--- src/design/rv32ex_pkg.sv ---
// rv32ex_pkg: shared types and constants for the rv32i execute stage
// transfer payload structs, instruction format codes, funct3 codes, datapath selects
// no dependencies

package rv32ex_pkg;

    // field widths fixed by the instruction transfer format
    localparam int XLEN      = 32;
    localparam int PC_BITS   = 16;
    localparam int IMM_BITS  = 20;

    // default width of code addresses (wrap point of pc arithmetic)
    localparam int CODE_ADDR_BITS_DEFAULT = 16;

    // fixed constants of the instruction set
    localparam logic [XLEN-1:0] JALR_ALIGN_MASK = 32'hffff_fffe;
    localparam int              UPPER_SHIFT     = 12;
    localparam logic [XLEN-1:0] INSTR_BYTES     = 32'd4;

    // instruction format codes
    localparam logic [2:0] KIND_R     = 3'd0;
    localparam logic [2:0] KIND_I     = 3'd1;
    localparam logic [2:0] KIND_S     = 3'd2;
    localparam logic [2:0] KIND_B     = 3'd3;
    localparam logic [2:0] KIND_U     = 3'd4;
    localparam logic [2:0] KIND_J     = 3'd5;

    // alu funct3 codes
    localparam logic [2:0] F3_ADD     = 3'd0;
    localparam logic [2:0] F3_SLL     = 3'd1;
    localparam logic [2:0] F3_SLT     = 3'd2;
    localparam logic [2:0] F3_SLTU    = 3'd3;
    localparam logic [2:0] F3_XOR     = 3'd4;
    localparam logic [2:0] F3_SR      = 3'd5;
    localparam logic [2:0] F3_OR      = 3'd6;
    localparam logic [2:0] F3_AND     = 3'd7;

    // branch funct3 codes
    localparam logic [2:0] F3_BEQ     = 3'd0;
    localparam logic [2:0] F3_BNE     = 3'd1;
    localparam logic [2:0] F3_BLT     = 3'd4;
    localparam logic [2:0] F3_BGE     = 3'd5;
    localparam logic [2:0] F3_BLTU    = 3'd6;
    localparam logic [2:0] F3_BGEU    = 3'd7;

    // write-back value source
    typedef enum logic [2:0] {
        SEL_ZERO  = 3'd0,
        SEL_ALU   = 3'd1,
        SEL_ADDR  = 3'd2,
        SEL_PC4   = 3'd3,
        SEL_UPPER = 3'd4,
        SEL_AUIPC = 3'd5
    } res_sel_t;

    // next pc source
    typedef enum logic [1:0] {
        REDIR_NONE   = 2'd0,
        REDIR_BRANCH = 2'd1,
        REDIR_JUMP   = 2'd2,
        REDIR_JALR   = 2'd3
    } redir_t;

    typedef struct packed {
        logic [2:0]                 kind;
        logic                       jump_register;
        logic                       load_flag;
        logic                       op_immediate;
        logic                       load_upper;
        logic [2:0]                 funct_three;
        logic                       alternate_op;
        logic signed [IMM_BITS-1:0] immediate;
        logic [PC_BITS-1:0]         pc_value;
        logic signed [XLEN-1:0]     source_one;
        logic signed [XLEN-1:0]     source_two;
    } exec_in_t;

    typedef struct packed {
        logic signed [XLEN-1:0]     result_value;
        logic [PC_BITS-1:0]         next_pc;
        logic                       redirect;
    } exec_out_t;

endpackage

--- src/design/rv32i_execute_stage.sv ---
// rv32i_execute_stage: pipelined rv32i execute stage (alu, branch compare, next pc)
// depends on rv32ex_pkg for payload structs, format and funct3 codes

// channel   | direction | handshake                  | payload
// ----------+-----------+----------------------------+-----------------------
// instr     | in        | instr_valid / instr_stall  | rv32ex_pkg::exec_in_t
// result    | out       | result_valid / result_stall| rv32ex_pkg::exec_out_t
//
// three register stages: decode/operand prep, alu and adders, result select
// result_valid rises once an instr transfer has passed the stage 1, stage 2 and output registers;
// one instruction per cycle while result_stall is low
// rst_n clears only the valid bits of the three stages, payload registers are not reset
// a stall on result holds the output register; bubbles inside the pipe still close up,
// so instr_stall rises only once every stage holds a waiting instruction

module rv32i_execute_stage #(
    parameter int CODE_ADDR_BITS = rv32ex_pkg::CODE_ADDR_BITS_DEFAULT
) (
    input  logic                  clk,
    input  logic                  rst_n,

    input  logic                  instr_valid,
    output logic                  instr_stall,
    input  rv32ex_pkg::exec_in_t  instr,

    output logic                  result_valid,
    input  logic                  result_stall,
    output rv32ex_pkg::exec_out_t result
);

    // code address wrap mask, all ones when code addresses span the full word
    localparam logic [rv32ex_pkg::XLEN-1:0] CODE_MASK =
        (CODE_ADDR_BITS >= rv32ex_pkg::XLEN) ? {rv32ex_pkg::XLEN{1'b1}}
        : rv32ex_pkg::XLEN'((64'd1 << CODE_ADDR_BITS) - 64'd1);

    // stage 1: decoded controls and prepared operands
    typedef struct packed {
        rv32ex_pkg::res_sel_t              sel;
        rv32ex_pkg::redir_t                redir;
        logic [2:0]                        f3;
        logic                              alt;
        logic                              sub;
        logic [4:0]                        shamt;
        logic [rv32ex_pkg::XLEN-1:0]       a;
        logic [rv32ex_pkg::XLEN-1:0]       b;
        logic [rv32ex_pkg::XLEN-1:0]       imm;
        logic [rv32ex_pkg::XLEN-1:0]       pc;
    } s1_t;

    // stage 2: every candidate value, picked in stage 3
    typedef struct packed {
        rv32ex_pkg::res_sel_t              sel;
        rv32ex_pkg::redir_t                redir;
        logic                              taken;
        logic [rv32ex_pkg::XLEN-1:0]       alu_res;
        logic [rv32ex_pkg::XLEN-1:0]       addr_sum;
        logic [rv32ex_pkg::XLEN-1:0]       pc4;
        logic [rv32ex_pkg::XLEN-1:0]       jb_target;
        logic [rv32ex_pkg::XLEN-1:0]       jalr_target;
        logic [rv32ex_pkg::XLEN-1:0]       upper;
        logic [rv32ex_pkg::XLEN-1:0]       auipc;
    } s2_t;

    logic                  s1_valid_reg;
    logic                  s2_valid_reg;
    logic                  out_valid_reg;
    s1_t                   s1_reg;
    s1_t                   s1_next;
    s2_t                   s2_reg;
    s2_t                   s2_next;
    rv32ex_pkg::exec_out_t out_reg;
    rv32ex_pkg::exec_out_t out_next;

    logic                  s1_en;
    logic                  s2_en;
    logic                  out_en;

    // stage advance: a stage loads when empty or when its successor loads
    assign out_en      = !out_valid_reg || !result_stall;
    assign s2_en       = !s2_valid_reg || out_en;
    assign s1_en       = !s1_valid_reg || s2_en;
    assign instr_stall = !s1_en;

    assign result_valid = out_valid_reg;
    assign result       = out_reg;

    // ---------------------------------------------------------------- stage 1
    // decode format and flags into a result source and a next pc source
    always_comb
    begin
        s1_next       = '0;
        s1_next.f3    = instr.funct_three;
        s1_next.alt   = instr.alternate_op;
        s1_next.a     = instr.source_one;
        s1_next.b     = instr.source_two;
        s1_next.imm   = {{(rv32ex_pkg::XLEN - rv32ex_pkg::IMM_BITS){instr.immediate[
                            rv32ex_pkg::IMM_BITS-1]}}, instr.immediate};
        s1_next.pc    = {{(rv32ex_pkg::XLEN - rv32ex_pkg::PC_BITS){1'b0}}, instr.pc_value};
        s1_next.sel   = rv32ex_pkg::SEL_ZERO;
        s1_next.redir = rv32ex_pkg::REDIR_NONE;
        s1_next.sub   = 1'b0;
        s1_next.shamt = instr.immediate[4:0];
        case (instr.kind)
            rv32ex_pkg::KIND_R:
            begin
                s1_next.sel   = rv32ex_pkg::SEL_ALU;
                s1_next.shamt = instr.source_two[4:0];
                // sub only for register-register add
                s1_next.sub   = instr.alternate_op
                                && (instr.funct_three == rv32ex_pkg::F3_ADD);
            end
            rv32ex_pkg::KIND_I:
            begin
                // jalr wins over load, load over op-imm
                if (instr.jump_register)
                begin
                    s1_next.sel   = rv32ex_pkg::SEL_PC4;
                    s1_next.redir = rv32ex_pkg::REDIR_JALR;
                end
                else if (instr.load_flag)
                begin
                    s1_next.sel = rv32ex_pkg::SEL_ADDR;
                end
                else if (instr.op_immediate)
                begin
                    s1_next.sel = rv32ex_pkg::SEL_ALU;
                end
            end
            rv32ex_pkg::KIND_S:
            begin
                s1_next.sel = rv32ex_pkg::SEL_ADDR;
            end
            rv32ex_pkg::KIND_B:
            begin
                s1_next.redir = rv32ex_pkg::REDIR_BRANCH;
            end
            rv32ex_pkg::KIND_U:
            begin
                s1_next.sel = instr.load_upper ? rv32ex_pkg::SEL_UPPER
                                               : rv32ex_pkg::SEL_AUIPC;
            end
            rv32ex_pkg::KIND_J:
            begin
                s1_next.sel   = rv32ex_pkg::SEL_PC4;
                s1_next.redir = rv32ex_pkg::REDIR_JUMP;
            end
            default:
            begin
                s1_next.sel   = rv32ex_pkg::SEL_ZERO;
                s1_next.redir = rv32ex_pkg::REDIR_NONE;
            end
        endcase
    end

    // ---------------------------------------------------------------- stage 2
    // alu, branch compare and all address adders run side by side
    logic [rv32ex_pkg::XLEN-1:0] b_op;
    logic [rv32ex_pkg::XLEN-1:0] add_sum;
    logic                        lt_signed;
    logic                        lt_unsigned;

    always_comb
    begin
        b_op        = s1_reg.sub ? ~s1_reg.b : s1_reg.b;
        add_sum     = s1_reg.a + b_op + {{(rv32ex_pkg::XLEN-1){1'b0}}, s1_reg.sub};
        lt_signed   = $signed(s1_reg.a) < $signed(s1_reg.b);
        lt_unsigned = s1_reg.a < s1_reg.b;

        s2_next       = '0;
        s2_next.sel   = s1_reg.sel;
        s2_next.redir = s1_reg.redir;

        case (s1_reg.f3)
            rv32ex_pkg::F3_ADD:  s2_next.alu_res = add_sum;
            rv32ex_pkg::F3_SLL:  s2_next.alu_res = s1_reg.a << s1_reg.shamt;
            rv32ex_pkg::F3_SLT:  s2_next.alu_res = {{(rv32ex_pkg::XLEN-1){1'b0}}, lt_signed};
            rv32ex_pkg::F3_SLTU: s2_next.alu_res = {{(rv32ex_pkg::XLEN-1){1'b0}}, lt_unsigned};
            rv32ex_pkg::F3_XOR:  s2_next.alu_res = s1_reg.a ^ s1_reg.b;
            rv32ex_pkg::F3_SR:
            begin
                if (s1_reg.alt)
                begin
                    s2_next.alu_res = $unsigned($signed(s1_reg.a) >>> s1_reg.shamt);
                end
                else
                begin
                    s2_next.alu_res = s1_reg.a >> s1_reg.shamt;
                end
            end
            rv32ex_pkg::F3_OR:   s2_next.alu_res = s1_reg.a | s1_reg.b;
            default:             s2_next.alu_res = s1_reg.a & s1_reg.b;
        endcase

        case (s1_reg.f3)
            rv32ex_pkg::F3_BEQ:  s2_next.taken = (s1_reg.a == s1_reg.b);
            rv32ex_pkg::F3_BNE:  s2_next.taken = (s1_reg.a != s1_reg.b);
            rv32ex_pkg::F3_BLT:  s2_next.taken = lt_signed;
            rv32ex_pkg::F3_BGE:  s2_next.taken = !lt_signed;
            rv32ex_pkg::F3_BLTU: s2_next.taken = lt_unsigned;
            rv32ex_pkg::F3_BGEU: s2_next.taken = !lt_unsigned;
            default:             s2_next.taken = 1'b0;
        endcase

        s2_next.addr_sum    = s1_reg.a + s1_reg.imm;
        s2_next.pc4         = (s1_reg.pc + rv32ex_pkg::INSTR_BYTES) & CODE_MASK;
        // branch and jal offsets are stored halved
        s2_next.jb_target   = (s1_reg.pc + {s1_reg.imm[rv32ex_pkg::XLEN-2:0], 1'b0})
                              & CODE_MASK;
        s2_next.jalr_target = (s1_reg.a + s1_reg.imm) & rv32ex_pkg::JALR_ALIGN_MASK
                              & CODE_MASK;
        s2_next.upper       = s1_reg.imm << rv32ex_pkg::UPPER_SHIFT;
        s2_next.auipc       = s1_reg.pc + (s1_reg.imm << rv32ex_pkg::UPPER_SHIFT);
    end

    // ---------------------------------------------------------------- stage 3
    // pick write-back value and next pc
    logic [rv32ex_pkg::XLEN-1:0] res_value;
    logic [rv32ex_pkg::XLEN-1:0] npc_value;
    logic                        redir_flag;

    always_comb
    begin
        case (s2_reg.sel)
            rv32ex_pkg::SEL_ALU:   res_value = s2_reg.alu_res;
            rv32ex_pkg::SEL_ADDR:  res_value = s2_reg.addr_sum;
            rv32ex_pkg::SEL_PC4:   res_value = s2_reg.pc4;
            rv32ex_pkg::SEL_UPPER: res_value = s2_reg.upper;
            rv32ex_pkg::SEL_AUIPC: res_value = s2_reg.auipc;
            default:               res_value = '0;
        endcase

        case (s2_reg.redir)
            rv32ex_pkg::REDIR_BRANCH:
            begin
                npc_value  = s2_reg.taken ? s2_reg.jb_target : s2_reg.pc4;
                redir_flag = s2_reg.taken;
            end
            rv32ex_pkg::REDIR_JUMP:
            begin
                npc_value  = s2_reg.jb_target;
                redir_flag = 1'b1;
            end
            rv32ex_pkg::REDIR_JALR:
            begin
                npc_value  = s2_reg.jalr_target;
                redir_flag = 1'b1;
            end
            default:
            begin
                npc_value  = s2_reg.pc4;
                redir_flag = 1'b0;
            end
        endcase

        out_next.result_value = $signed(res_value);
        out_next.next_pc      = npc_value[rv32ex_pkg::PC_BITS-1:0];
        out_next.redirect     = redir_flag;
    end

    // ---------------------------------------------------------------- registers
    always_ff @(posedge clk or negedge rst_n)
    begin
        if (!rst_n)
        begin
            s1_valid_reg  <= 1'b0;
            s2_valid_reg  <= 1'b0;
            out_valid_reg <= 1'b0;
        end
        else
        begin
            if (s1_en)
            begin
                s1_valid_reg <= instr_valid;
            end
            if (s2_en)
            begin
                s2_valid_reg <= s1_valid_reg;
            end
            if (out_en)
            begin
                out_valid_reg <= s2_valid_reg;
            end
        end
    end

    always_ff @(posedge clk)
    begin
        if (s1_en && instr_valid)
        begin
            s1_reg <= s1_next;
        end
        if (s2_en && s1_valid_reg)
        begin
            s2_reg <= s2_next;
        end
        if (out_en && s2_valid_reg)
        begin
            out_reg <= out_next;
        end
    end

`ifndef SYNTHESIS
    // backpressure reaches the input only with stage 1 occupied
    a_stall_needs_s1: assert property (@(posedge clk) disable iff (!rst_n)
        instr_stall |-> s1_valid_reg)
        else $error("instr_stall with empty stage 1");

    // a held stage 2 instruction keeps its contents
    a_s2_hold: assert property (@(posedge clk) disable iff (!rst_n)
        (s2_valid_reg && !s2_en) |=> (s2_valid_reg && $stable(s2_reg)))
        else $error("stage 2 contents changed while held");

    // no pc change unless the instruction is a branch or a jump
    a_no_redirect: assert property (@(posedge clk) disable iff (!rst_n)
        (out_en && s2_valid_reg && (s2_reg.redir == rv32ex_pkg::REDIR_NONE))
        |=> (!result.redirect
             && (result.next_pc == $past(s2_reg.pc4[rv32ex_pkg::PC_BITS-1:0]))))
        else $error("redirect or wrong next pc for sequential instruction");

    // a new result appears only after stage 2 held an instruction
    a_result_origin: assert property (@(posedge clk) disable iff (!rst_n)
        $rose(result_valid) |-> $past(s2_valid_reg))
        else $error("result_valid rose without a stage 2 instruction");
`endif

endmodule
--- config.mk ---
export PLATFORM = sky130hd
export DESIGN_NAME = rv32i_execute_stage
export DESIGN_NICKNAME = d
export VERILOG_FILES = /design/src/design/rv32ex_pkg.sv /design/src/design/rv32i_execute_stage.sv
export SDC_FILE = /design/constraint.sdc
export NUM_CORES = 1
export LEC_CHECK = 0
export BUFFER_PORTS_ARGS = -buffer_cell sky130_fd_sc_hd__buf_2
export CAP_MARGIN = 20
export CELL_PAD_IN_SITES_DETAIL_PLACEMENT = 1
export CELL_PAD_IN_SITES_GLOBAL_PLACEMENT = 2
export CORE_AREA = 2 2 227 229
export CTS_CLUSTER_DIAMETER = 80
export DETAILED_ROUTE_END_ITERATION = 6
export DIE_AREA = 0 0 229 231
export PLACE_DENSITY = 0.86
export SYNTH_ARGS = -nofsm -noshare
export SYNTH_HDL_FRONTEND = slang
export SYNTH_SLANG_ARGS = --single-unit
--- constraint.sdc ---
create_clock -name clk -period 9.8 [get_ports clk]
set_clock_uncertainty 0.15 [all_clocks]
set_input_delay 0.49 -clock clk [delete_from_list [all_inputs] [get_ports clk]]
set_output_delay 0.49 -clock clk [all_outputs]
set_load 0.1 [all_outputs]
==> results by group, run 1 <==
STA
  • Period utilization: between 40% and 50%
  • Clock period minus worst slack: approximately 4.3 ns
  • Worst Tran Pin Value: between 1 and 1.5 ns
  • Final Setup Violations: 0
  • FMAX: around 0.23 GHz
  • Final Hold Fails: 0
  • Fin. max-slew vios: 0
  • Slew margin rel.: 25.2%
  • RSZ-0062 raised after global routing: no
  • Fin Setup TNS: 0 ns

Pwr
  • Worst IR Drop VDD: ~0.15 mV
  • Pwr Density: between 150 and 200 mW/mm2
  • Clk pwr share: 30.4%
  • Leak: 10.5 nW
  • Power Internal: about 2.9 mW
  • Total power: between 4 and 5 mW
  • Part of the power in combinational logic: between 20 and 30%
  • Psw: between 1.5 and 2 mW
  • Sequential share of power: between 40% and 50%
  • Switching Fraction: 35.9%

Layout
  • Most frequent cells in the layout: edfxtp_1 (315), nand2_1 (206), ha_1 (176)
  • Antenna diodes: 0
  • Fill cell count: 5501
  • Final cell count without fillers: 3037
  • Fraction of layout cells with a size suffix above 1: 14.8%
  • Nets: about 2600
  • FF/Latch Area: approximately 0.0095 mm2
  • Multi-input logic area: approximately 0.012 mm2
  • Layout overhead on the synthesized area: 17.7%
  • Commonest non-fill, non-tap cell in the layout: edfxtp_1
  • Max reg flops: ~150

Global routing
  • Vias in the first global route: 19100
  • Initial antenna violation count: 3
  • Tot GR Track Use: a little over 30%
  • First-pass GRT wire length: about 120000 um
  • GRT overflow: 0
  • Largest net degree at the start of global routing: slightly above 80

Clocking
  • TritonCTS buffer count: 39
  • Max Root-Sink Buffers: 3
  • CTS sink cnt: between 300 and 400
  • Clock network latency to the later pin of the worst-skew pair: 0.59 ns
  • Post-CTS setup buffer count: 0
  • H-Tree Depth: 2
  • Root Driver: clkbuf_16
  • Clk slew on worst S/H paths: roughly 0.060 ns
  • CTS tree: yes

Floorplanning
  • Die Wd: around 230 um
  • Boundary pin count: 166
  • Rows: 83
  • Core area: between 0.05 and 0.06 mm2
  • DIE HEIGHT: between 200 and 250 um
  • Die area: between 0.05 and 0.06 mm2
  • Initial Utilization: between 40% and 50%

Synth
  • Post-Synthesis Cell Area: between 0.02 and 0.025 mm2
  • Top_reg_cell synth: edfxtp_1
  • Mapped Nets: 2375
  • Synth unique cells: 89
  • Register area share after synthesis: a little over two fifths
  • Ys async rst share: less than 1%
  • Post-synth EDFFs: about 320
  • #FFs+latches synth: 318
  • Average size of a mapped cell: roughly 11 um2
  • Syn Inst Count: approximately 2100
  • Synth warn: 0

Route
  • M1 WL: 34400 um
  • DR WL met3: between 5000 and 6000 um
  • Met2 wire len: around 40000 um
  • Via count: about 19000
  • DRC Markers: 0
  • Drt pass-1 iters: 6
  • Vias per inst: roughly 6.1
  • DRT antenna net count: 0
  • First DRT Iteration DRCs: 1548
  • Top routing layer used: met4
  • DR WL/cell: roughly 27 um
  • Detailed-route wire length: roughly 82000 um

Placed design
  • Post-DP HPWL: 59100 um
  • Port Buffers: roughly 170
  • Placer Congestion: 0.961
  • Placed insts: 2861

Worst setup path
  • CP Class: flip-flop to flip-flop
  • Largest delay share family, worst path: simple AND/OR/NAND/NOR gates
  • Crit. End Element: flip-flop
  • CP max stage delay: roughly 0.81 ns
  • Required time of the worst setup path: between 9 and 10 ns
  • Crit path max-delay cell type: edfxtp_1
  • CP Data Arrival Time: 4.52 ns
  • Critical Path Source Type: flip-flop
  • Worst-path maximum fanout: 18
  • Worst path cell trace: inv_1 > ha_1 > or4_1 > or4_4 > nor3_2 > o21ai_2 > a31oi_4 > nor2_2 > a2111oi_4 > o2bb2ai_1
  • Critical path buffer and inverter count: 1

Hold path
  • Min-delay worst type: input port to flip-flop

Status
  • Status: completed

Flow run
  • Maxcap violations: 0
## synth_stat cells, drive strengths merged, types with 24 or more instances
cell type	number	area, um2
mux2	24	270
o21ai	109	549
buf	32	146
a22oi	84	631
nor3	35	180
a21o	35	263
edfxtp	315	9460
mux2i	57	571
inv	120	450
mux4	44	991
nor2	151	569
clkbuf	68	255
nand3	38	190
xor2	59	517
a21oi	124	621
a31oi	26	178
nand2	206	773
ha	176	2200
xnor2	65	569
## power groups by stage
stage	Sequential [mW]	Clock [mW]	Combinational [mW]
4_1_cts	1.85	1.42	1.32
5_1_grt	1.86	1.46	1.44
3_3_place_gp	1.87	0	1.25
2_1_floorplan	2.03	0	0.721
6_report	1.85	1.40	1.34
3_5_place_dp	1.87	0	1.28
## final timing paths
path,from,end,slack (ns),cells past startpoint
min in group asynchronous,rst_n,s1_valid_reg,0.10,2
min reg2reg,s1_reg[142],s2_reg[229],0.27,0
max reg2reg,s1_reg[127],s2_reg[192],5.45,10
min,result_stall,result_valid,0.08,2
max,s1_reg[127],s2_reg[192],5.45,10
max in group asynchronous,rst_n,result_valid,9.29,2
## cell families (layout without fill, tap and decap cells)
logic type	after synthesis	in the layout	synth area share, %
AO/OA/AOI/OAI	569	569	17.6
multiplexers	125	125	8.36
XOR/XNOR	124	124	4.96
adder cells (fa/ha/maj)	180	180	10.4
AND/OR/NAND/NOR	543	543	11.3
flip-flops	318	318	43.5
buffers and inverters	221	498	3.91
## through the flow
step | hold WS, ns | utilization [%] | setup WS, ns | instance area (um2)
4_1_cts | 0.0551 | 50.8 | 5.51 | 25700
6_report | 0.0829 | 50.9 | 5.45 | 25800
3_5_place_dp | 0.138 | 46.3 | 5.52 | 23500
5_1_grt | 0.0825 | 50.9 | 5.25 | 25800
2_1_floorplan | 0.0444 | - | 4.63 | 21900
3_3_place_gp | 0.136 | 46.3 | 5.57 | 23500
## worst reg2reg max path, stage by stage (launching register included)
cell	delay (ns)
edfxtp_1	0.81
inv_1	0.20
ha_1	0.47
or4_1	0.63
or4_4	0.46
nor3_2	0.39
o21ai_2	0.13
a31oi_4	0.29
nor2_2	0.11
a2111oi_4	0.36
o2bb2ai_1	0.11
## repair_timing
item | in CTS | in global routing
hold buffers | 106 | 0
setup endpoints to repair | 0 | 0
hold endpoints to repair | 108 | 0
resized for setup | 0 | 0
## layer usage
metal,track usage [%],up-vias
li1,-,8337
met1,40.3,9388
met3,4.06,147
met4,11.9,0
met5,0,-
met2,51.6,739
## cell type report
cell class	instances	area share, %
clock buffers	52	3.98
clock inverters	16	0.631
inverters	121	1.76
multi-input cells	1541	44.8
flip-flops and latches	318	37.0
well taps	680	3.30
repair buffers	309	8.55
Note: power is estimated with default switching activity, not from simulation.
==> inputs of run 2 (changes only) <==
--- a/config.mk
+++ b/config.mk
@@ -9,11 +9,11 @@
 export CAP_MARGIN = 20
 export CELL_PAD_IN_SITES_DETAIL_PLACEMENT = 1
 export CELL_PAD_IN_SITES_GLOBAL_PLACEMENT = 2
-export CORE_AREA = 2 2 227 229
+export CORE_AREA = 2 2 247 249
 export CTS_CLUSTER_DIAMETER = 80
 export DETAILED_ROUTE_END_ITERATION = 6
-export DIE_AREA = 0 0 229 231
-export PLACE_DENSITY = 0.86
+export DIE_AREA = 0 0 249 251
+export PLACE_DENSITY = 0.77
 export SYNTH_ARGS = -nofsm -noshare
 export SYNTH_HDL_FRONTEND = slang
 export SYNTH_SLANG_ARGS = --single-unit
==> constraint.sdc (replaced) <==
create_clock -name clk -period 4 [get_ports clk]
set_clock_uncertainty 0.15 [all_clocks]
set_input_delay 0.2 -clock clk [delete_from_list [all_inputs] [get_ports clk]]
set_output_delay 0.2 -clock clk [all_outputs]
set_load 0.1 [all_outputs]
==> results by group, run 2 (same netlist as run 1, synthesis figures left out) <==
Floorplanning
  • Boundary pin count: 166 (unchanged)
  • Core area: 0.0598 mm2 (+18%)
  • Die area: 0.0625 mm2 (+18%)
  • DIE HEIGHT: 251 um (+8.7%)
  • Initial Utilization: 36.6% (-6.6 points)
  • Die Wd: 249 um (+8.7%)
  • Rows: 90 (+8.4%)

STA
  • Clock period minus worst slack: 3.96 ns (-0.390 ns)
  • Period utilization: 99.0% (+55 points)
  • Final hold slack: 0.175 ns (+0.0921 ns)
  • Fin. max-slew vios: 0 (unchanged)
  • Final Hold Fails: 0 (unchanged)
  • FMAX: 0.253 GHz (+9.8%)
  • RSZ-0062 raised after global routing: no
  • Slew margin rel.: 23.9% (-1.3 points)
  • Worst Tran Pin Value: 1.13 ns (+0.0364 ns)
  • Fin Setup TNS: 0 ns (unchanged)
  • Final Setup Violations: 0 (unchanged)

Worst setup path
  • R2R Setup Slk: 0.04 ns (-5.41 ns)
  • CP Data Arrival Time: 4.11 ns (-0.41 ns)
  • Critical Path Source Type: flip-flop
  • Reg2reg start: s1_reg[129]
  • Crit. End Element: flip-flop
  • Required time of the worst setup path: 4.15 ns (-5.82 ns)
  • CP Class: flip-flop to flip-flop
  • Worst-path maximum fanout: 20 (+2)
  • Cell count of the worst reg-to-reg path: 8 (-2)
  • Capturing point of the worst reg2reg path: s2_reg[221]

Global routing
  • Largest net degree at the start of global routing: 69 (-17%)
  • Tot GR Track Use: 26.8% (-3.9 points)
  • Initial antenna violation count: 1 (-2)
  • GRT overflow: 0 (unchanged)
  • Vias in the first global route: 19500 (+2.2%)
  • First-pass GRT wire length: 126000 um (+3.0%)

Flow run
  • Maxcap violations: 0 (unchanged)

Pwr
  • Clk pwr share: 31.8% (+1.4 points)
  • Psw: 4.15 mW (+150%)
  • Switching Fraction: 35.3% (-0.57 points)
  • Worst IR Drop VDD: 0.333 mV (+130%)
  • Leak: 11.1 nW (+5.5%)
  • Pwr Density: 436 mW/mm2 (+140%)
  • Sequential share of power: 38.4% (-1.9 points)
  • Power Internal: 7.60 mW (+160%)
  • Part of the power in combinational logic: 29.8% (+0.5 points)

Route
  • DRC Markers: 0 (unchanged)
  • Detailed-route wire length: 84000 um (+2.0%)
  • Vias per inst: 5.75 (-6.1%)
  • Drt pass-1 iters: 6 (unchanged)
  • First DRT Iteration DRCs: 1265 (-18%)
  • DRT antenna net count: 0 (unchanged)
  • DR WL/cell: 25.9 um (-4.6%)
  • Via count: 18700 (+0.33%)

Placed design
  • Post-DP HPWL: 65100 um (+10%)
  • Placed insts: 3052 (+6.7%)
  • Port Buffers: 165 (unchanged)
  • Placer Congestion: 1.01 (+5.3%)

Clocking
  • Clk slew on worst S/H paths: 0.06 ns (about the same)
  • TritonCTS buffer count: 42 (+7.7%)
  • H-Tree Depth: 2 (unchanged)
  • CTS sink cnt: 318 (unchanged)
  • Root Driver: clkbuf_16
  • Clock network latency to the later pin of the worst-skew pair: 0.58 ns (about the same)
  • Max Root-Sink Buffers: 3 (unchanged)
  • CTS tree: yes

Hold path
  • Hold worst-path end: s1_reg[110]
  • Min-delay worst type: input port to flip-flop
  • Hold Path Origin: instr[46]
  • Hold path depth: 2 (unchanged)

Layout
  • Fraction of layout cells with a size suffix above 1: 18.4% (+3.5 points)
  • Layout overhead on the synthesized area: 22.8%
  • Post-layout util: 45.0% (-5.9 points)
  • Max reg flops: 151 (unchanged)
  • Antenna diodes: 0 (unchanged)
  • Commonest non-fill, non-tap cell in the layout: edfxtp_1
  • Final cell count without fillers: 3245 (+6.8%)
  • Most frequent cells in the layout: edfxtp_1 (315), nand2_1 (206), ha_1 (176)
  • Nets: 2728 (+3.9%)

Status
  • Status: completed
## run 2: cell types whose count changed in the layout (fill, tap and decap cells not counted), sizes merged
cell | before | now
buf | 203 | 293
bufinv | 2 | 4
clkbuf | 52 | 49
clkinv | 10 | 14
clkinvlp | 1 | 3
dlygate4sd3 | 106 | 116
inv | 124 | 125
## run 2: how the worst max path moves through the flow
| stage | end | cells after the start | slack [ns] | from |
|---|---|---|---|---|
| 2_1_floorplan | result[0] | 1 | 0.17 | result_valid |
| 3_3_place_gp | s2_reg[221] | 8 | 0.12 | s1_reg[129] |
| 3_5_place_dp | s2_reg[208] | 11 | 0.09 | s1_reg[133] |
| 4_1_cts | s2_reg[208] | 11 | 0.04 | s1_reg[133] |
| 5_1_grt | s2_reg[221] | 8 | 0.01 | s1_reg[129] |
| 6_report | s2_reg[221] | 8 | 0.04 | s1_reg[129] |
## run 2: area by class of cell
class	count	area, um2
Fill cell	6517	32900
Clock inverter	25	275
Timing Repair Buffer	409	3030
Inverter	121	454
Sequential cell	318	9530
Tap cell	782	978
Clock buffer	49	1080
Multi-Input combinational cell	1541	11600
## run 2: metal layers
metal | vias up | track usage, % | wire [um]
li1 | 8542 | - | -
met5 | - | 0 | 13
met1 | 9440 | 35.0 | 36400
met3 | 148 | 3.97 | 4490
met2 | 540 | 45.4 | 40000
met4 | 2 | 9.30 | 3080
## run 2: stage by stage
stage               instance area [um2]  power (mW)  worst slack (ns)
floorplan                         21900        6.71             0.169
CTS                               26900        11.8            0.0391
global placement                  24400        7.82             0.116
detailed placement                24400        7.91            0.0874
finish                            26900        11.7            0.0415
global route                      26900        12.2            0.0117
## run 2: timing repair
item / 4_1_cts / 5_1_grt
resized for setup: 0 / 3
hold buffers: 116 / 0
buffers inserted: 0 / 2
hold endpoints to repair: 121 / 0
endpoints found under the setup margin: 0 / 6
## run 2: power groups by stage
stage | sequential [mW] | combinational [mW] | clock, mW
final | 4.51 | 3.49 | 3.74
after global routing | 4.54 | 3.74 | 3.94
after CTS | 4.51 | 3.45 | 3.81
after global placement | 4.55 | 3.27 | 0
after floorplan | 4.94 | 1.77 | 0
after detailed placement | 4.57 | 3.34 | 0
## run 2: critical path, cell delays in order, from the launching register on
cell	delay (ns)
edfxtp_1	0.74
buf_12	0.25
mux2_2	0.39
mux4_2	0.51
a21oi_1	0.22
o22ai_1	0.15
a2111oi_0	0.94
buf_4	0.23
o211ai_1	0.08
==> inputs of run 3 (changes only) <==
--- a/config.mk
+++ b/config.mk
@@ -13,6 +13,7 @@
 export CTS_CLUSTER_DIAMETER = 80
 export DETAILED_ROUTE_END_ITERATION = 6
 export DIE_AREA = 0 0 249 251
+export MAX_ROUTING_LAYER = met4
 export PLACE_DENSITY = 0.77
 export SYNTH_ARGS = -nofsm -noshare
 export SYNTH_HDL_FRONTEND = slang
==> results by group, run 3 (same netlist as run 1, synthesis figures left out) <==
STA
  • RSZ-0062 raised after global routing: no
  • Worst Tran Pin Value: 0.923 ns (-0.208 ns)
  • Slew margin rel.: 38.3% (+14 points)
  • Final Setup Violations: 0 (unchanged)
  • Fin Setup TNS: 0 ns (unchanged)
  • Final Hold Fails: 0 (unchanged)
  • FMAX: 0.271 GHz (+7.4%)
  • Clock period minus worst slack: 3.69 ns (-0.273 ns)
  • Period utilization: 92.2% (-6.8 points)
  • Fin. max-slew vios: 0 (unchanged)

Clocking
  • H-Tree Depth: 2 (unchanged)
  • TritonCTS buffer count: 39 (-7.1%)
  • Clk slew on worst S/H paths: 0.06 ns (about the same)
  • CTS tree: yes
  • Clock network latency to the later pin of the worst-skew pair: 0.58 ns (about the same)
  • Root Driver: clkbuf_16
  • CTS sink cnt: 318 (unchanged)
  • Max Root-Sink Buffers: 3 (unchanged)

Worst setup path
  • Critical Path Source Type: flip-flop
  • Worst path cell trace: buf_12 > xor2_1 > ha_1 > a21o_1 > o32ai_1 > nor3_1 > buf_4 > nor2_1 > a21oi_1 > o311a_1 > a21oi_1 > buf_4
  • Critical path buffer and inverter count: 3 (+1)
  • Crit. End Element: flip-flop
  • Required time of the worst setup path: 4.26 ns (+0.11 ns)
  • Reg2reg start: s1_reg[133]
  • CP Class: flip-flop to flip-flop
  • Crit path launch: s1_reg[133]
  • CP Data Arrival Time: 3.95 ns (-0.16 ns)
  • Worst-path maximum fanout: 29 (+45%)
  • Crit path max-delay cell type: edfxtp_1
  • Largest delay share family, worst path: compound AO/OA/AOI/OAI gates
  • CP max stage delay: 0.50 ns (-0.44 ns)
  • Cell count of the worst reg-to-reg path: 12 (+4)
  • Levels on crit path: 12 (+4)

Hold path
  • Hold Path Origin: instr[60]
  • Min-delay worst type: input port to flip-flop
  • Hold path depth: 2 (unchanged)

Layout
  • Layout overhead on the synthesized area: 23.1%
  • Post-layout util: 45.1% (+0.088 points)
  • Antenna diodes: 0 (unchanged)
  • Fraction of layout cells with a size suffix above 1: 18.5% (+0.14 points)
  • Nets: 2736 (+0.29%)
  • Fill cell count: 6555 (+0.58%)
  • Final cell count without fillers: 3254 (+0.28%)
  • Most frequent cells in the layout: edfxtp_1 (315), nand2_1 (206), ha_1 (176)
  • Commonest non-fill, non-tap cell in the layout: edfxtp_1
  • Max reg flops: 151 (unchanged)

Status
  • Status: completed

Floorplanning
  • Boundary pin count: 166 (unchanged)
  • Die area: 0.0625 mm2 (unchanged)
  • Core area: 0.0598 mm2 (unchanged)
  • DIE HEIGHT: 251 um (unchanged)
  • Die Wd: 249 um (unchanged)
  • Initial Utilization: 36.6% (unchanged)
  • Rows: 90 (unchanged)

Pwr
  • Clk pwr share: 31.4% (-0.4 points)
  • Pwr Density: 435 mW/mm2 (-0.38%)
  • Switching Fraction: 35.6% (+0.32 points)
  • Psw: 4.18 mW (+0.72%)
  • Sequential share of power: 38.5% (about the same)
  • Part of the power in combinational logic: 30.2% (+0.4 points)
  • Leak: 11.1 nW (+0.31%)
  • Worst IR Drop VDD: 0.352 mV (+5.8%)
  • Power Internal: 7.54 mW (-0.69%)
  • Total power: 11.7 mW (-0.19%)

Global routing
  • Vias in the first global route: 19600 (+0.54%)
  • Initial antenna violation count: 1 (unchanged)
  • Largest net degree at the start of global routing: 77 (+12%)
  • First-pass GRT wire length: 129000 um (+2.7%)
  • Tot GR Track Use: 28.4% (+1.7 points)
  • GRT overflow: 0 (unchanged)

Route
  • DRT antenna net count: 0 (unchanged)
  • DR WL/cell: 26.8 um (+3.6%)
  • Detailed-route wire length: 87300 um (+3.9%)
  • DRC Markers: 0 (unchanged)
  • Drt pass-1 iters: 5 (-1)
  • Vias per inst: 5.78 (+0.46%)
  • First DRT Iteration DRCs: 1266 (+0.079%)
  • Via count: 18800 (+0.74%)

Flow run
  • Maxcap violations: 0 (unchanged)

Placed design
  • Post-DP HPWL: 66900 um (+2.7%)
  • Placer Congestion: 0.994 (-1.7%)
  • Placed insts: 3063 (+0.36%)
  • Port Buffers: 165 (unchanged)
==> run 3: final timing paths <==
path                                end  slack, ns
setup / recovery            s2_reg[217]       0.31
hold / removal              s1_reg[124]       0.17
setup reg to reg            s2_reg[217]       0.31
hold reg to reg             s2_reg[229]       0.28
max in group asynchronous  s1_valid_reg       3.19
min in group asynchronous  result_valid       0.37
==> run 3: repair_timing <==
item                       CTS  global route
buffers inserted             0             2
hold buffers               116             0
resized for setup            0             1
setup endpoints to repair    0             5
hold endpoints to repair   121             0
==> run 3: layout make-up <==
class / instances / area [um2] / share of cell area [%]
tap: 782 / 978 / 3.63
clock inverter: 26 / 310 / 1.15
sequential: 318 / 9530 / 35.4
inverter: 121 / 454 / 1.68
timing repair buffer: 420 / 3130 / 11.6
clock buffer: 46 / 1000 / 3.72
multi-input combinational: 1541 / 11600 / 42.8
==> run 3: layer usage <==
metal  vias up  GRT usage [%]  share of wire [%]
li1       8561              -                  -
met1      9507           36.7                 44
met2       592           46.3                 47
met3       150           3.11                5.0
met4         0           10.7                4.0
met5         -              -                  0
==> run 3: stage by stage <==
step                      setup WS (ns)  cell area (um2)  hold slack [ns]
final                             0.314            27000            0.172
after CTS                        0.0308            26900            0.140
after global placement            0.124            24500           -0.154
after detailed placement         0.0649            24500           -0.151
after global routing             0.0635            27000            0.157
after floorplan                   0.169            21900           -0.246
==> run 3: power groups by stage <==
| stage | combinational, mW | clock, mW | sequential (mW) |
|---|---|---|---|
| floorplan | 1.77 | 0 | 4.94 |
| global placement | 3.32 | 0 | 4.55 |
| detailed placement | 3.39 | 0 | 4.57 |
| CTS | 3.50 | 3.77 | 4.50 |
| global route | 3.78 | 3.89 | 4.54 |
| finish | 3.54 | 3.68 | 4.51 |
